$ cat src/rtl/core/pcc_pkg.sv
// ----------------------------------------------------------------------------
// pcc_pkg: shared types and constants for the pose covariance conjugation block
// Holds the micro-command format passed from the sequencer to the datapath,
// the operand source and destination codes, and small arithmetic helpers.
// ----------------------------------------------------------------------------
package pcc_pkg;

    // Fixed formats
    localparam int WORD_W     = 32;
    localparam int QUAT_FRAC  = 30;
    localparam int COV_DIM    = 6;
    localparam int COV_N      = 36;
    localparam int COV_AW     = 6;

    // Input item kinds (carried on the slave-side tuser)
    localparam logic [1:0] OP_ORIG  = 2'd0;
    localparam logic [1:0] OP_CONJ  = 2'd1;
    localparam logic [1:0] OP_SHIFT = 2'd2;
    localparam logic [1:0] OP_COV   = 2'd3;

    // Quaternion component positions
    localparam logic [1:0] Q_W = 2'd0;
    localparam logic [1:0] Q_X = 2'd1;
    localparam logic [1:0] Q_Y = 2'd2;
    localparam logic [1:0] Q_Z = 2'd3;

    // Quaternion selector
    localparam logic [2:0] QSEL_ORIG = 3'd0;
    localparam logic [2:0] QSEL_CONJ = 3'd1;

    // Sources for the first multiplier operand
    localparam logic [1:0] ASRC_QA  = 2'd0;
    localparam logic [1:0] ASRC_RO  = 2'd1;
    localparam logic [1:0] ASRC_JAC = 2'd2;

    // Sources for the second multiplier operand
    localparam logic [2:0] BSRC_QB    = 3'd0;
    localparam logic [2:0] BSRC_SHIFT = 3'd1;
    localparam logic [2:0] BSRC_U     = 3'd2;
    localparam logic [2:0] BSRC_SKEW  = 3'd3;
    localparam logic [2:0] BSRC_COV   = 3'd4;
    localparam logic [2:0] BSRC_T     = 3'd5;

    // Rounding shift applied to each product
    localparam logic [1:0] SHF_ROT  = 2'd0;
    localparam logic [1:0] SHF_QUAT = 2'd1;
    localparam logic [1:0] SHF_COV  = 2'd2;

    // Write-back destinations
    localparam logic [2:0] DST_RC  = 3'd0;
    localparam logic [2:0] DST_RO  = 3'd1;
    localparam logic [2:0] DST_U   = 3'd2;
    localparam logic [2:0] DST_W   = 3'd3;
    localparam logic [2:0] DST_BM  = 3'd4;
    localparam logic [2:0] DST_T   = 3'd5;
    localparam logic [2:0] DST_OUT = 3'd6;

    // One multiply-accumulate step
    typedef struct packed {
        logic       valid;
        logic [1:0] a_src;
        logic [2:0] a_r;
        logic [2:0] a_c;
        logic [2:0] b_src;
        logic [2:0] b_r;
        logic [2:0] b_c;
        logic [1:0] shf;
        logic       sub;
        logic       first;
        logic       init_one;
        logic       last;
        logic [2:0] dst;
        logic [2:0] d_r;
        logic [2:0] d_c;
    } t_cmd;

    // Datapath status seen by the sequencer
    typedef struct packed {
        logic pipe_empty;
        logic out_busy;
    } t_dp_stat;

    // One term of a rotation matrix entry
    typedef struct packed {
        logic [1:0] ia;
        logic [1:0] ib;
        logic       sub;
    } t_rot_term;

    // Terms of the quaternion to rotation matrix formula, two per entry.
    function automatic t_rot_term rot_term(input logic [1:0] i, input logic [1:0] j,
                                           input logic k);
        t_rot_term t;
        t = '0;
        case ({i, j})
            4'b0000: t = k ? t_rot_term'{Q_Z, Q_Z, 1'b1} : t_rot_term'{Q_Y, Q_Y, 1'b1};
            4'b0001: t = k ? t_rot_term'{Q_W, Q_Z, 1'b1} : t_rot_term'{Q_X, Q_Y, 1'b0};
            4'b0010: t = k ? t_rot_term'{Q_W, Q_Y, 1'b0} : t_rot_term'{Q_X, Q_Z, 1'b0};
            4'b0100: t = k ? t_rot_term'{Q_W, Q_Z, 1'b0} : t_rot_term'{Q_X, Q_Y, 1'b0};
            4'b0101: t = k ? t_rot_term'{Q_Z, Q_Z, 1'b1} : t_rot_term'{Q_X, Q_X, 1'b1};
            4'b0110: t = k ? t_rot_term'{Q_W, Q_X, 1'b1} : t_rot_term'{Q_Y, Q_Z, 1'b0};
            4'b1000: t = k ? t_rot_term'{Q_W, Q_Y, 1'b1} : t_rot_term'{Q_X, Q_Z, 1'b0};
            4'b1001: t = k ? t_rot_term'{Q_W, Q_X, 1'b0} : t_rot_term'{Q_Y, Q_Z, 1'b0};
            4'b1010: t = k ? t_rot_term'{Q_Y, Q_Y, 1'b1} : t_rot_term'{Q_X, Q_X, 1'b1};
            default: t = '0;
        endcase
        return t;
    endfunction

    // Clamp to the signed 32-bit range.
    function automatic logic signed [31:0] sat32(input logic signed [63:0] v);
        logic signed [31:0] r;
        if (v > 64'sd2147483647) begin
            r = 32'sh7FFF_FFFF;
        end else if (v < -64'sd2147483648) begin
            r = 32'sh8000_0000;
        end else begin
            r = v[31:0];
        end
        return r;
    endfunction

    // Row-major position in the 6x6 store.
    function automatic logic [COV_AW-1:0] flat6(input logic [2:0] r, input logic [2:0] c);
        return ({3'b000, r} << 2) + ({3'b000, r} << 1) + {3'b000, c};
    endfunction

    // Row-major position in a 3x3 block.
    function automatic logic [3:0] flat3(input logic [1:0] r, input logic [1:0] c);
        return ({2'b00, r} << 1) + {2'b00, r} + {2'b00, c};
    endfunction

endpackage

$ cat src/rtl/core/pcc_ctrl.sv
// ----------------------------------------------------------------------------
// pcc_ctrl: sequencer for the covariance conjugation
// Walks the computation phases, draining the pipeline between them, and issues
// one multiply-accumulate command per cycle to the datapath if output is free.
// ----------------------------------------------------------------------------
module pcc_ctrl (
    input  logic              i_clk,
    input  logic              i_rst_n,
    input  logic              i_start,
    input  pcc_pkg::t_dp_stat i_stat,
    output pcc_pkg::t_cmd     o_cmd,
    output logic              o_ready
);

    localparam logic [3:0] S_IDLE  = 4'd0;
    localparam logic [3:0] S_RC    = 4'd1;
    localparam logic [3:0] S_RO    = 4'd2;
    localparam logic [3:0] S_U     = 4'd3;
    localparam logic [3:0] S_W     = 4'd4;
    localparam logic [3:0] S_B     = 4'd5;
    localparam logic [3:0] S_T     = 4'd6;
    localparam logic [3:0] S_OUT   = 4'd7;
    localparam logic [3:0] S_DRAIN = 4'd8;

    logic [3:0] r_state, n_state;
    logic [3:0] r_after, n_after;
    logic [2:0] r_i, n_i;
    logic [2:0] r_j, n_j;
    logic [3:0] r_k, n_k;

    logic [2:0] imax, jmax;
    logic [3:0] kmax;
    logic [3:0] next_phase;
    logic       busy_phase;
    logic       issue;
    logic [2:0] kk;
    pcc_pkg::t_rot_term rt;
    pcc_pkg::t_cmd      cmd;

    // Loop bounds and successor of each phase.
    always_comb begin
        imax       = 3'd2;
        jmax       = 3'd2;
        kmax       = 4'd2;
        next_phase = S_IDLE;
        busy_phase = 1'b1;
        case (r_state)
            S_RC: begin
                kmax = 4'd1;  next_phase = S_RO;
            end
            S_RO: begin
                kmax = 4'd1;  next_phase = S_U;
            end
            S_U: begin
                jmax = 3'd0;  next_phase = S_W;
            end
            S_W: begin
                jmax = 3'd0;  next_phase = S_B;
            end
            S_B: begin
                next_phase = S_T;
            end
            S_T: begin
                imax = 3'd5;  jmax = 3'd5;  kmax = 4'd5;  next_phase = S_OUT;
            end
            S_OUT: begin
                imax = 3'd5;  jmax = 3'd5;  kmax = 4'd11; next_phase = S_IDLE;
            end
            default: begin
                busy_phase = 1'b0;
            end
        endcase
    end

    // An output element starts only once the result slot is free.
    assign issue = busy_phase && !((r_state == S_OUT) && (r_k == 4'd0) && i_stat.out_busy);
    assign kk    = (r_k >= 4'd6) ? 3'(r_k - 4'd6) : r_k[2:0];
    assign rt    = pcc_pkg::rot_term(r_i[1:0], r_j[1:0], r_k[0]);

    // Command for the current step.
    always_comb begin
        cmd       = '0;
        cmd.valid = issue;
        cmd.shf   = pcc_pkg::SHF_QUAT;
        cmd.first = (r_k == 4'd0);
        cmd.last  = (r_k == kmax);
        cmd.d_r   = r_i;
        cmd.d_c   = r_j;
        case (r_state)
            S_RC, S_RO: begin
                cmd.a_src    = pcc_pkg::ASRC_QA;
                cmd.a_r      = (r_state == S_RC) ? pcc_pkg::QSEL_CONJ : pcc_pkg::QSEL_ORIG;
                cmd.a_c      = {1'b0, rt.ia};
                cmd.b_src    = pcc_pkg::BSRC_QB;
                cmd.b_r      = cmd.a_r;
                cmd.b_c      = {1'b0, rt.ib};
                cmd.shf      = pcc_pkg::SHF_ROT;
                cmd.sub      = rt.sub;
                cmd.init_one = (r_i == r_j);
                cmd.dst      = (r_state == S_RC) ? pcc_pkg::DST_RC : pcc_pkg::DST_RO;
            end
            S_U: begin
                cmd.a_src = pcc_pkg::ASRC_JAC;
                cmd.a_r   = r_k[2:0];
                cmd.a_c   = r_i;
                cmd.b_src = pcc_pkg::BSRC_SHIFT;
                cmd.b_c   = r_k[2:0];
                cmd.dst   = pcc_pkg::DST_U;
                cmd.d_c   = r_i;
            end
            S_W: begin
                cmd.a_src = pcc_pkg::ASRC_RO;
                cmd.a_r   = r_i;
                cmd.a_c   = r_k[2:0];
                cmd.b_src = pcc_pkg::BSRC_U;
                cmd.b_c   = r_k[2:0];
                cmd.dst   = pcc_pkg::DST_W;
                cmd.d_c   = r_i;
            end
            S_B: begin
                cmd.a_src = pcc_pkg::ASRC_JAC;
                cmd.a_r   = r_i;
                cmd.a_c   = r_k[2:0];
                cmd.b_src = pcc_pkg::BSRC_SKEW;
                cmd.b_r   = r_k[2:0];
                cmd.b_c   = r_j;
                cmd.dst   = pcc_pkg::DST_BM;
            end
            S_T: begin
                cmd.a_src = pcc_pkg::ASRC_JAC;
                cmd.a_r   = r_i;
                cmd.a_c   = r_k[2:0];
                cmd.b_src = pcc_pkg::BSRC_COV;
                cmd.b_r   = r_k[2:0];
                cmd.b_c   = r_j;
                cmd.shf   = (r_i < 3'd3 && r_k >= 4'd3) ? pcc_pkg::SHF_COV : pcc_pkg::SHF_QUAT;
                cmd.dst   = pcc_pkg::DST_T;
            end
            S_OUT: begin
                // First half sums S(i,j), second half S(j,i).
                cmd.a_src = pcc_pkg::ASRC_JAC;
                cmd.b_src = pcc_pkg::BSRC_T;
                cmd.a_c   = kk;
                cmd.b_c   = kk;
                if (r_k < 4'd6) begin
                    cmd.a_r = r_j;
                    cmd.b_r = r_i;
                    cmd.shf = (r_j < 3'd3 && kk >= 3'd3) ? pcc_pkg::SHF_COV : pcc_pkg::SHF_QUAT;
                end else begin
                    cmd.a_r = r_i;
                    cmd.b_r = r_j;
                    cmd.shf = (r_i < 3'd3 && kk >= 3'd3) ? pcc_pkg::SHF_COV : pcc_pkg::SHF_QUAT;
                end
                cmd.dst = pcc_pkg::DST_OUT;
            end
            default: begin
                cmd.valid = 1'b0;
            end
        endcase
    end

    // Phase and loop counter sequencing.
    always_comb begin
        n_state = r_state;
        n_after = r_after;
        n_i     = r_i;
        n_j     = r_j;
        n_k     = r_k;
        case (r_state)
            S_IDLE: begin
                if (i_start) begin
                    n_state = S_RC;
                    n_i     = '0;
                    n_j     = '0;
                    n_k     = '0;
                end
            end
            S_DRAIN: begin
                if (i_stat.pipe_empty) begin
                    n_state = r_after;
                end
            end
            default: begin
                if (issue) begin
                    if (r_k == kmax) begin
                        n_k = '0;
                        if (r_j == jmax) begin
                            n_j = '0;
                            if (r_i == imax) begin
                                n_i     = '0;
                                n_state = S_DRAIN;
                                n_after = next_phase;
                            end else begin
                                n_i = r_i + 3'd1;
                            end
                        end else begin
                            n_j = r_j + 3'd1;
                        end
                    end else begin
                        n_k = r_k + 4'd1;
                    end
                end
            end
        endcase
    end

    always_ff @(posedge i_clk) begin
        if (!i_rst_n) begin
            r_state <= S_IDLE;
            r_after <= S_IDLE;
            r_i     <= '0;
            r_j     <= '0;
            r_k     <= '0;
        end else begin
            r_state <= n_state;
            r_after <= n_after;
            r_i     <= n_i;
            r_j     <= n_j;
            r_k     <= n_k;
        end
    end

    assign o_cmd   = cmd;
    assign o_ready = (r_state == S_IDLE);

endmodule

$ cat config.mk
export PLATFORM = sky130hd
export DESIGN_NAME = pcc_ctrl
export DESIGN_NICKNAME = d
export VERILOG_FILES = /design/src/rtl/core/pcc_pkg.sv /design/src/rtl/core/pcc_ctrl.sv
export SDC_FILE = /design/constraint.sdc
export NUM_CORES = 1
export LEC_CHECK = 0
export BUFFER_PORTS_ARGS = -buffer_cell sky130_fd_sc_hd__buf_4
export CORE_MARGIN = 3
export CORE_UTILIZATION = 45
export DETAILED_ROUTE_END_ITERATION = 10
export GPL_TIMING_DRIVEN = 0
export PLACE_DENSITY_LB_ADDON = 0.3
export SLEW_MARGIN = 15
export SYNTH_ARGS = -nofsm -noshare
export SYNTH_HDL_FRONTEND = slang
export SYNTH_SLANG_ARGS = --single-unit
export TNS_END_PERCENT = 30
$ cat constraint.sdc
create_clock -name i_clk -period 2.6 [get_ports i_clk]
set_input_delay 0.39 -clock i_clk [delete_from_list [all_inputs] [get_ports i_clk]]
set_output_delay 0.39 -clock i_clk [all_outputs]
set_load 0.01 [all_outputs]
Word level (Yosys, flattened, before mapping). Index checks and enable logic that the tools add are counted.

Bits of input ports: 5. Bits in writable memories: 0. Output and inout bits: 34. Bits in latches: 0. Bits in registers: 18. Memories: 0. ROM bits: 0. Logic and storage cells: 121.

Divide/modulo/power cells: 0. Add/sub/neg operators: 4. Eq/ne operators: 22. Bitwise logic cells: 2. Multiply operators: 0. Reduce and logical (&&, ||, !) cells: 28. Shifts and indexed selects: 0. Muxes and demuxes: 54. $lt $le $gt $ge: 6.

Operators by type and width (number): $pmux 11 s6 (1); $mux 4 (14); $pmux 5 s9 (1); $mux 3 (13); $pmux 3 s6 (2); $eq 4x3->1 const B (7); $mux 5 (4); $pmux 3 s2 (3); $eq 4x4->1 const B (4); $pmux 4 s2 (2); $eq 4x2->1 const B (3); $logic_not 4->1 (3); $pmux 3 s4 (1); $pmux 4 s3 (1); $reduce_bool 3->1 (4); $reduce_and 5->1 (2); $reduce_or 2->1 (5); $eq 3x3->1 (3); $pmux 3 s3 (1); $eq 4x1->1 const B (2); $mux 2 (4); $reduce_or 7->1 (1); $add 3x1->3 const B (2); $logic_and 1x1->1 (6); 17 further kinds (27).

Depth between registers and ports, before layout.
Depth after elaboration: 9. Mapped depth: 9. Mapped depth without buffers: 8.

Worst setup path before layout. OpenSTA, ideal clock, no wires.

Path type: flip-flop to output port. From: register r_i[0]. To: output o_cmd[25] in the netlist's numbering. Path slack: 126 ps. Cell stages (with the launch flop): 7. Required time: 2210 ps. Path buffers: 1. Data arrival time: 2084 ps. Cell sequence: dfxtp_1 -> clkbuf_1 -> inv_1 -> ha_1 -> o311ai_0 -> nor2_1 -> or3_1.

RTL lines: from (decl) (line pcc_ctrl.sv:27) `logic [2:0] r_i, n_i;`; from (signal assigned) (line pcc_ctrl.sv:217) `r_i <= n_i;`; to (decl) (line pcc_ctrl.sv:11) `output pcc_pkg::t_cmd o_cmd,`.

==> flow_summary.ini <==
[synth]
ys_seq_area_share_pct = 16.7
syn_inst = 293
synth.avg_cell_area_um2 = 6.96
synth.largest_area_cell = dfxtp_1
yosys_register_bits = 17
synth_most_common_cell = nand2_1
synth_area_leaders = dfxtp_1 (17%), ha_1 (6.7%), a21oi_1 (6.4%), nand2_1 (6.3%), nor2_1 (3.9%)
synth_fp_nets = 309
ys.flop_type = dfxtp_1
synth_area_um2 = 2040
async_flop_share_pct = 0
ys_types = 61
synth_edf_count = 0
ys_warn_count = 0
synthTopCellsByCount = nand2_1 (34), a21oi_1 (26), nor2_1 (21)
synth_top_area_share_pct = 16.7

[place]
dp_hpwl_mm = 5.02
portBuffers = 38
pre_cts_slack_ps = -439
place.gp.congestion = 0.953

[critical_path]
cp_max_fo = 8
critPathTopFamily = compound AO/OA/AOI/OAI gates
critPathCaptureType = output pin
worstPathCellList = clkbuf_4, inv_1, ha_2, nand2_2, nor2_1, o21ai_0, o311ai_0, a32oi_1, o21ai_0, buf_4
critPathSlowestCell = dfxtp_2
critPathKind = reg -> out
reg2regPathDepth = 6
regToRegSetupSlack_ps = 190
cpMostUsedCell = o21ai_0
worst_ep_required_time_ps = 2210
cp.arrival_ps = 2260
worstSetupStartpointType = flop
path_buf_inv = 3
timing.rr.start = r_state[2]$_SDFFE_PN0P_
r2r_end = r_i[2]$_SDFFE_PN0P_
slowest_delay_ps = 360

[worst_hold_path]
hold_depth = 3
hold-path-endpoint = r_j[0]$_SDFFE_PN0P_
hold_path.class = in -> reg
min-delay-start = i_rst_n

[die]
rows = 23
core_area_um2 = 4170
die_h_um = 73.3
die_area_um2 = 5380
io_pins = 39
start_util_pct = 48.9
die_w_um = 73.3

[drt]
ant_nets = 0
wl_mm = 7.08
wl_per_cell_um = 18.2
drt-pass1-iter-count = 5
vias_per_cell = 6.53
num_vias = 2542
drt_iter0_markers = 322
drc = 0

[outcome]
status = finished, violations left
failed_checks = negative setup slack

[sta]
holdWs_ps = 449
period_share_pct = 102
relSlewSlack_pct = 35.6
max_freq_mhz = 377
fin_ws_ps = -51.8
hold_viol_final = 0
rsz0062_at_grt = yes
period_needed_ps = 2650
worstMarginPinSlew_ps = 955
finalSetupViolCount = 2
skew_ps = 6.19
slew_viol_final = 0

[pwr]
p_leak_nw = 1.05
p_per_area_nw_per_um2 = 281
vdd_drop_max_uv = 217

[finish]
drive_gt1_share_pct = 27.1
num-fill-cells = 370
seqCellArea_um2 = 348
finalNetCount = 356
area_growth_pct = 29.0
multi_input_area_um2 = 1640
diodes = 0

[global_route]
grtUsageTotal_pct = 25.9
overflow = 0
grt_pass1_wl_mm = 11.0
grt_max_degree = 12
antenna_found_initial = 0
grt_pass1_vias = 2227

[clocking]
cts-buffers-inserted = 3
h-tree-depth = 1
clk_path_buf_depth = 2
cts.sinks = 17
cts_tree = built
cts_hold_buf = 0
root_buffer = clkbuf_8
clk_pin_slew_ps = 80
clock_latency_ps = 260

[run]
cap_violations = 0
## per-stage QoR
stage	power [mW]	instances	util (%)	area, µm²	TNS (ps)
after detailed placement	0.501	381	57.2	2390	-1540
after floorplan	0.419	293	-	2040	0
after global routing	0.769	389	63.1	2630	-264
after global placement	0.499	381	57.2	2390	-1150
final	0.739	389	63.1	2630	-63.2
after CTS	0.729	385	60.4	2520	-58.2
## cell type report
type	count	share of cell area [%]
buffer	23	4.99
clock buffer	3	1.57
clock inverter	1	0.285
inverter	18	2.85
multi-input combinational	234	62.5
sequential	17	13.2
tap	50	2.38
timing repair buffer	43	12.3
## routing by layer
metal  vias up  global-route usage (%)  wire length, µm
met2       174                    39.5             3240
met5         -                       0                0
met3        21                    5.47              778
li1       1171                       -                -
met4         0                    10.7              179
met1      1176                    35.2             2880
## power breakdown
group / switching [mW] / internal [mW] / leakage, nW
Sequential: 0.00428 / 0.264 / 0.140
Clock: 0.108 / 0.108 / 0.0217
Combinational: 0.153 / 0.101 / 0.893
Total: 0.265 / 0.474 / 1.05
## worst max-delay path by stage
| stage | startpoint | to | slack, ps | cells after the start |
|---|---|---|---|---|
| floorplan | r_i[0]$_SDFFE_PN0P_ | o_cmd[25] | 130 | 6 |
| global placement | r_i[0]$_SDFFE_PN0P_ | o_cmd[25] | -390 | 7 |
| detailed placement | r_i[0]$_SDFFE_PN0P_ | o_cmd[25] | -440 | 7 |
| CTS | r_j[1]$_SDFFE_PN0P_ | o_cmd[25] | -60 | 8 |
| global route | r_i[1]$_SDFFE_PN0P_ | o_cmd[15] | -160 | 10 |
| finish | r_i[1]$_SDFFE_PN0P_ | o_cmd[15] | -50 | 10 |
## cell usage in the layout (no fill, tap or decap), types with 6 or more instances in the layout
| master | count |
|---|---|
| buf_4 | 44 |
| nand2_1 | 33 |
| a21oi_1 | 26 |
| nor2_1 | 21 |
| inv_1 | 15 |
| o21ai_0 | 15 |
| nor3_1 | 13 |
| dfxtp_1 | 13 |
| a31oi_1 | 9 |
| nand3_1 | 9 |
| xnor2_1 | 8 |
| nand4_1 | 7 |
| clkbuf_1 | 6 |
| o31ai_1 | 6 |
## worst register-to-register path: cells and delay by family (launching register included)
family	cells	cell delay, ps
and+or+nand+nor	1	430
xor gates and xnor gates	1	190
DFF	1	400
AOI/OAI and AO/OA	4	1260
## cells by family after synthesis
group | share of synthesized area, %
buf+inv | 7.91
compound gates | 34.4
simple gates | 26.4
fa+ha+maj | 6.74
xor+xnor | 4.29
mux | 3.56
flops | 16.7
## registers in the layout, indices dropped and copies added (netlist names)
signal,count
r_after,3
r_i,3
r_j,3
r_k,4
r_state,4
## what timing repair did
| item | in CTS | in global routing |
|---|---|---|
| buffers inserted | 0 | 5 |
| setup endpoints to repair | 24 | 27 |
| pin swaps | 1 | 3 |
| gates resized for setup | 28 | 29 |
Power figures use the tool's default switching activity.
